$ cat src/hw/rtl/normal_frame_vector_rotation_top_defines.svh
// Assertion macros shared by the normal frame vector rotation RTL.
`ifndef NORMAL_FRAME_VECTOR_ROTATION_TOP_DEFINES_SVH
`define NORMAL_FRAME_VECTOR_ROTATION_TOP_DEFINES_SVH

// Check a consequence in the same cycle as its condition.
`define NFVR_ASSERT_NOW(label, ante, cons, msg) \
    label: assert property (@(posedge clk) disable iff (!rst_n) (ante) |-> (cons)) \
        else $error(msg);

// Check a consequence in the cycle after its condition.
`define NFVR_ASSERT_NEXT(label, ante, cons, msg) \
    label: assert property (@(posedge clk) disable iff (!rst_n) (ante) |=> (cons)) \
        else $error(msg);

`endif

$ cat src/hw/rtl/nfvr_pkg.sv
// Types and constants shared by the normal frame vector rotation RTL.
package nfvr_pkg;

    localparam int WIDE_W      = 64;
    localparam int ROOT_W      = 32;
    localparam int SQRT_STAGES = 32;
    localparam int APB_ADDR_W  = 3;

    // Register indexes (address bit 2)
    localparam logic REG_DIM_MODE  = 1'b0;
    localparam logic REG_DEG_LIMIT = 1'b1;

    localparam logic [1:0]  DIM_MODE_RESET  = 2'd3;
    localparam logic [30:0] DEG_LIMIT_RESET = 31'd11;
    localparam logic [1:0]  MODE_PLANAR     = 2'd2;

    localparam logic OP_FORWARD = 1'b0;
    localparam logic OP_BACK    = 1'b1;

    typedef struct packed {
        logic               op;
        logic signed [31:0] normal_x;
        logic signed [31:0] normal_y;
        logic signed [31:0] normal_z;
        logic signed [31:0] vec_a;
        logic signed [31:0] vec_b;
        logic signed [31:0] vec_c;
    } nfvr_item_t;

    typedef struct packed {
        logic signed [31:0] out_a;
        logic signed [31:0] out_b;
        logic signed [31:0] out_c;
        logic               degenerate_used;
        logic               saturated;
    } nfvr_result_t;

    // Sideband that travels with each item down the pipeline
    typedef struct packed {
        logic               op;
        logic               planar;
        logic signed [31:0] nx;
        logic signed [31:0] ny;
        logic signed [31:0] nz;
        logic signed [31:0] va;
        logic signed [31:0] vb;
        logic signed [31:0] vc;
        logic [ROOT_W-1:0]  root;
        logic               degen;
    } nfvr_side_t;

endpackage

$ cat src/hw/rtl/nfvr_isqrt.sv
// Pipelined integer square root, one result bit per stage.
module nfvr_isqrt
    import nfvr_pkg::*;
(
    input  logic              clk,
    input  logic              en,
    input  logic [WIDE_W-1:0] x,
    output logic [ROOT_W-1:0] root
);

    logic [WIDE_W-1:0] rem_reg [0:SQRT_STAGES-2];
    logic [WIDE_W-1:0] res_reg [0:SQRT_STAGES-1];

    for (genvar i = 0; i < SQRT_STAGES; i++)
    begin : g_stage
        localparam logic [WIDE_W-1:0] BitVal = WIDE_W'(1) << (WIDE_W - 2 - 2 * i);
        logic [WIDE_W-1:0] rem_in;
        logic [WIDE_W-1:0] res_in;
        logic [WIDE_W-1:0] trial;
        logic [WIDE_W-1:0] rem_next;
        logic [WIDE_W-1:0] res_next;

        if (i == 0)
        begin : g_first
            assign rem_in = x;
            assign res_in = '0;
        end
        else
        begin : g_rest
            assign rem_in = rem_reg[i-1];
            assign res_in = res_reg[i-1];
        end

        assign trial = res_in + BitVal;

        always_comb
        begin
            if (rem_in >= trial)
            begin
                rem_next = rem_in - trial;
                res_next = (res_in >> 1) + BitVal;
            end
            else
            begin
                rem_next = rem_in;
                res_next = res_in >> 1;
            end
        end

        always_ff @(posedge clk)
        begin
            if (en)
            begin
                res_reg[i] <= res_next;
            end
        end

        if (i < SQRT_STAGES - 1)
        begin : g_rem
            always_ff @(posedge clk)
            begin
                if (en)
                begin
                    rem_reg[i] <= rem_next;
                end
            end
        end
        else
        begin : g_norem
            // last stage keeps only the root
        end
    end

    assign root = res_reg[SQRT_STAGES-1][ROOT_W-1:0];

endmodule

$ cat config.mk
export PLATFORM = sky130hd
export DESIGN_NAME = nfvr_isqrt
export DESIGN_NICKNAME = d
export VERILOG_FILES = /design/src/hw/rtl/normal_frame_vector_rotation_top_defines.svh /design/src/hw/rtl/nfvr_pkg.sv /design/src/hw/rtl/nfvr_isqrt.sv
export SDC_FILE = /design/constraint.sdc
export NUM_CORES = 2
export LEC_CHECK = 0
export BUFFER_PORTS_ARGS = -buffer_cell sky130_fd_sc_hd__buf_4
export CAP_MARGIN = 10
export CORE_ASPECT_RATIO = 0.75
export CORE_MARGIN = 8
export CORE_UTILIZATION = 40
export CTS_CLUSTER_SIZE = 16
export DETAILED_ROUTE_END_ITERATION = 8
export GPL_TIMING_DRIVEN = 0
export SYNTH_ARGS = -nofsm -noshare
export SYNTH_HDL_FRONTEND = slang
export SYNTH_SLANG_ARGS = --single-unit
$ cat constraint.sdc
create_clock -name clk -period 8.2 [get_ports clk]
set_clock_uncertainty 0.1 [all_clocks]
set_input_delay 1.23 -clock clk [delete_from_list [all_inputs] [get_ports clk]]
set_output_delay 1.23 -clock clk [all_outputs]
set_load 0.01 [all_outputs]
Word level (Yosys, flattened, before mapping):

Memory sizes are Yosys's and may differ from the RTL's.
Cells that the tools add are included.

* register bits after elaboration: 0
* memory bits (writable): 4032
* word-level logic and storage cells: 192
* memories: 2

Memory list
* res_reg: words 32, bits a word 64, rd ports 32, clocked after Yosys merged registers in 0, write ports 32, line nfvr_isqrt.sv:12 `logic [WIDE_W-1:0] res_reg [0:SQRT_STAGES-1];`
* rem_reg: words 31, bits a word 64, rd ports 31, clocked after Yosys merged registers in 0, write ports 31, line nfvr_isqrt.sv:11 `logic [WIDE_W-1:0] rem_reg [0:SQRT_STAGES-2];`

* add/subtract/negate cells: 93
* order comparisons: 32
* mux-type cells: 65

Operator list (count)
* 64-bit two-way mux: 62
* 64-bit >= comparator: 31
* 64-bit subtractor: 30
* 63-bit by 1-bit adder with 64-bit output (second input constant): 1
* 63-bit by 11-bit adder with 64-bit output (second input constant): 1
* 63-bit by 13-bit adder with 64-bit output (second input constant): 1
* 63-bit by 15-bit adder with 64-bit output (second input constant): 1
* 63-bit by 17-bit adder with 64-bit output (second input constant): 1
* 63-bit by 19-bit adder with 64-bit output (second input constant): 1
* 63-bit by 21-bit adder with 64-bit output (second input constant): 1
* 63-bit by 23-bit adder with 64-bit output (second input constant): 1
* 63-bit by 25-bit adder with 64-bit output (second input constant): 1
* 63-bit by 27-bit adder with 64-bit output (second input constant): 1
* 63-bit by 29-bit adder with 64-bit output (second input constant): 1
* 63-bit by 3-bit adder with 64-bit output (second input constant): 1
* 63-bit by 31-bit adder with 64-bit output (second input constant): 1
* 63-bit by 33-bit adder with 64-bit output (second input constant): 1
* 63-bit by 35-bit adder with 64-bit output (second input constant): 1
* 63-bit by 37-bit adder with 64-bit output (second input constant): 1
* 63-bit by 39-bit adder with 64-bit output (second input constant): 1
* 63-bit by 41-bit adder with 64-bit output (second input constant): 1
* 63-bit by 43-bit adder with 64-bit output (second input constant): 1
* 63-bit by 45-bit adder with 64-bit output (second input constant): 1
* 63-bit by 47-bit adder with 64-bit output (second input constant): 1
* other kinds (45): 46

Longest topological paths before layout:

An unclocked memory read counts as a cell.

* depth in word-level cells: 4
* mapped depth: 16
* gate-level depth less buffers: 14

Least setup slack after synthesis:

OpenSTA, ideal clock, no wires.

* kind: flip-flop to flip-flop
* from: memory rem_reg[12][46] (netlist: rem_reg[0][814])
* to: memory rem_reg[13][58] (netlist: rem_reg[0][890]), data pin
* arrival time: 3.430 ns
* required time: 7.840 ns
* slack: 4.410 ns
* stages on the path, launching flop included: 14
* buffers on the path: 2
* clock period less this slack: 3.790 ns
* cell sequence: edfxtp_1 ha_1 nand4_2 or4_4 nor4_4 a211oi_1 and3_1 buf_6 a211o_1 or3_1 buf_6 or4_1 nor2_1 xor2_1

RTL lines (line)
* start, declared: nfvr_isqrt.sv:11

==> metrics.md <==
| Metric | Value |
|---|---|
| Status | `finished, final reports clean` |
| Routed via count | `between 70,000 and 80,000` |
| Final setup viols | `0` |
| Flip-flop count of the largest register after layout | `about 2,000` |
| Distinct cell type count of the synthesized netlist | `slightly below 90` |
| Summed instance area of the synthesized netlist | `120,000 sq um` |
| Final Hold Viols | `0` |
| Clock Tree Root | `clkbuf_16` |
| Total global routing track utilization | `0.172` |
| Ports placed on the boundary | `98` |
| Cts-stage hold buffer count | `0` |
| Largest delay share family, worst path | `simple AND/OR/NAND/NOR gates` |
| Slowest cell delay on critical path | `0.94 ns` |
| Synthesis warning total | `0` |
| Die Area | `318,000 sq um` |
| Commonest cells after routing, fill and taps aside | `edfxtp_1 (2,512), nor2_1 (688), inv_1 (684), a21oi_1 (628), nand2_1 (574)` |
| Number of vias per cell after detailed routing | `5.50` |
| Met2 Resource Use GR | `0.240` |
| Multiplexer fraction of the synthesized cell area | `0.00883` |
| Timing-limited maximum frequency | `164 MHz` |
| Fraction of synthesized cell area in xor and xnor cells | `0.0643` |
| Worst Path Arrival | `roughly 6.5 ns` |
| Placed cell areas | `126,000 sq um` |
| Max-Cap Viols | `0` |
| Post-synthesis net count | `10,200` |
| Final Slew Violations | `0` |
| Synthesis-stage register bit count | `2,512` |
| Critical setup path kind | `register to register` |
| Initial Utilization | `0.401` |
| Buffers inserted during post-CTS setup optimization | `0` |
| Dominant cells by area after synthesis | `edfxtp_1 (63%), ha_1 (5.8%), xnor2_1 (3.5%), xor2_1 (3.0%), a21oi_1 (2.6%)` |
| Remaining number of nets flagged by the antenna check after routing | `0` |
| TritonCTS clock tree | `built` |
| Total power density per cell area | `275 nW/um^2` |
| Slack of the worst reg-to-reg path | `2.12 ns` |
| Average cell area after synthesis | `12.6 sq um` |
| Critical path endpoint category | `register` |
| First-iteration detailed-routing DRC count | `8,205` |
| Min-delay worst type | `register to register` |
| Total buffers and inverters traversed by the critical path | `3` |
| FF-to-FF Start | `rem_reg[1][843]` |
| Global-route congestion overflow total | `0` |
| Post-route fraction of the period consumed by the critical path | `0.742` |
| Post-layout minimum cycle time | `6.08 ns` |
| Unrepaired setup endpoints after global routing | `no` |
| Compound-cell area share of the yosys netlist | `0.0922` |
| Final Util | `0.448` |
| Critical path peak fanout | `8` |
| Global routing usage on met1 | `0.275` |
| Height of the die | `approximately 500 microns` |
| Maximum buffer depth of the clock tree | `4` |
| Layout overhead on the synthesized area | `11.7%` |
| Cts bufs inserted | `238` |
| Worst IR Drop VDD | `206 uV` |
| Final-layout setup total negative slack | `0 ns` |
| Crit path from | `rem_reg[1][843]` |
| Busiest metal layer after global routing | `met1` |
| Critical-path cell with the highest stage delay | `nor3_1` |
| Crit start category | `register` |
| Post-route worst setup slack | `2.12 ns` |
| TritonCTS sink count | `approximately 2,500` |
| Post-synth top area cell | `edfxtp_1` |
| Crit-path cells | `ha_1 > clkbuf_1 > nand3_1 > nor3_1 > a21boi_0 > a311o_1 > a21oi_1 > nand2b_1 > and2_1 > clkbuf_1 > inv_2 > nor3b_2 > nand3_1 > nor4_1 > xor2_1` |
| Post-synthesis sequential area ratio | `0.628` |
| Count of flip-flops with a built-in enable after synthesis | `2,512` |
| Residual DRC count | `0` |
| Worst path depth | `15` |
| Worst setup endpoint | `rem_reg[1][959]` |
| Area fraction of the dominant cell type after synthesis | `0.628` |
| Layout cells sized above 1 | `0.0629` |
| Clock insertion delay at the later pin of the skew report | `approximately 0.94 ns` |
| Drt total wl | `288 mm` |
| Worst reg2reg path depth | `15` |
| Maximum number of pins on one net before global-route repair | `202` |
| Syn Inst Count | `9,551` |
| Number of placement rows | `174` |
| Slew Limit Headroom | `0.142` |
| Number of filler cells placed in the layout | `between 20,000 and 30,000` |
| Post-synth top flop | `edfxtp_1` |
| HPWL Detailed | `about 220 mm` |
| Resize count post-CTS | `0` |
| Met3 Use GR | `0.0362` |
| Clock-pin slew on the worst setup and hold paths | `0.07 ns` |
| Reg-to-reg endpoint | `rem_reg[1][959]` |
| Final weighted congestion of routability-driven global placement | `0.939` |
| Tightest Pin Transition | `1.28 ns` |
| Most common cell after layout, fill and taps aside | `edfxtp_1` |
| Leakage power figure | `about 50 nW` |
| Depth of the CTS H-tree | `4` |
| Horizontal extent of the die | `649 microns` |
| Async set-reset flop share out of synthesis | `0` |
| Layout net count | `10,500` |
| Pre-Repair DR Iteration Count | `6` |
| Dominant combinational cell family by area after synthesis | `simple AND/OR/NAND/NOR gates` |
| Core area | `299,000 sq um` |
| Count of input and output buffers | `97` |
| Mean routed wirelength per cell | `20.5 microns` |
| Number of antenna violations at the first check in global routing | `10` |
| Simple-Gate Fraction of Synth Area | `0.121` |
| Hold path startpoint | `rem_reg[1][448]` |
| Pre-CTS WS | `2.50 ns` |
| First-pass GRT wire length | `439 mm` |
| Post-route cell area | `134,000 sq um` |
| CP required | `8.66 ns` |
| Post-Synth Adder-Cell Area | `0.0581` |
| Number of global-route vias before repair | `73,500` |
-- routing by layer --
layer,vias to the layer above,part of all wire
li1,36500,-
met1,38100,0.50
met2,2486,0.40
met3,315,0.080
met4,10,0.014
met5,-,0.00022
-- where the power goes --
part,total [mW],switching [mW],leakage [nW],internal (mW)
clock network,11.3,4.81,3.82,6.47
logic,7.99,4.77,22.0,3.22
registers,17.6,1.29,24.2,16.3
-- logic make-up after synthesis --
kind of cell / count (synthesis)
compound gates: 1793
mux: 95
buf+inv: 891
simple gates: 2820
fa+ha+maj: 558
flops: 2512
xor+xnor: 882
-- through the flow --
stage / power [mW] / hold WS, ns / cells
after global routing: 38.7 / 0.296 / 14100
after CTS: 37.1 / 0.289 / 14100
after detailed placement: 25.7 / 0.325 / 13600
after floorplan: 23.0 / 0.317 / 9551
final: 36.9 / 0.303 / 14100
after global placement: 26.0 / 0.323 / 13600
-- cell usage after synthesis (all sizes together), types with 116 or more instances --
| master | n |
|---|---|
| nand4 | 173 |
| clkbuf | 184 |
| xnor2 | 475 |
| nand2b | 116 |
| xor2 | 407 |
| edfxtp | 2512 |
| nor4 | 332 |
| ha | 558 |
| nand2 | 574 |
| a21o | 234 |
| nor3 | 252 |
| a21oi | 628 |
| o21ai | 422 |
| nand3 | 148 |
| inv | 686 |
| nor2 | 688 |
-- final cells by class --
| cell class | instances | area (sq um) | area share |
|---|---|---|---|
| sequential | 2512 | 75400 | 0.562 |
| multi-input combinational | 6148 | 41400 | 0.308 |
| timing repair buffer | 119 | 1190 | 0.00889 |
| clock inverter | 157 | 1720 | 0.0128 |
| clock buffer | 274 | 6150 | 0.0459 |
| buffer | 204 | 785 | 0.00585 |
| inverter | 687 | 2580 | 0.0192 |
| tap | 3960 | 4950 | 0.0369 |
| antenna | 4 | 10.0 | 0.0000746 |
-- worst reg2reg max path: stages, from the launching register on --
cell,delay [ns]
edfxtp_1,0.40
ha_1,0.29
clkbuf_1,0.28
nand3_1,0.16
nor3_1,0.94
a21boi_0,0.57
a311o_1,0.42
a21oi_1,0.23
nand2b_1,0.33
and2_1,0.21
clkbuf_1,0.32
inv_2,0.31
nor3b_2,0.43
nand3_1,0.30
nor4_1,0.31
xor2_1,0.13
-- how the worst min path moves through the flow --
stage | end | slack, ns | depth (start not counted)
final | rem_reg[1][512] | 0.30 | 0
after global routing | res_reg[1][842] | 0.30 | 0
after CTS | rem_reg[1][456] | 0.29 | 0
after detailed placement | rem_reg[1][70] | 0.33 | 0
after global placement | rem_reg[1][70] | 0.32 | 0
after floorplan | rem_reg[0][477] | 0.32 | 0
No activity file was read; power rests on OpenSTA's default activity.
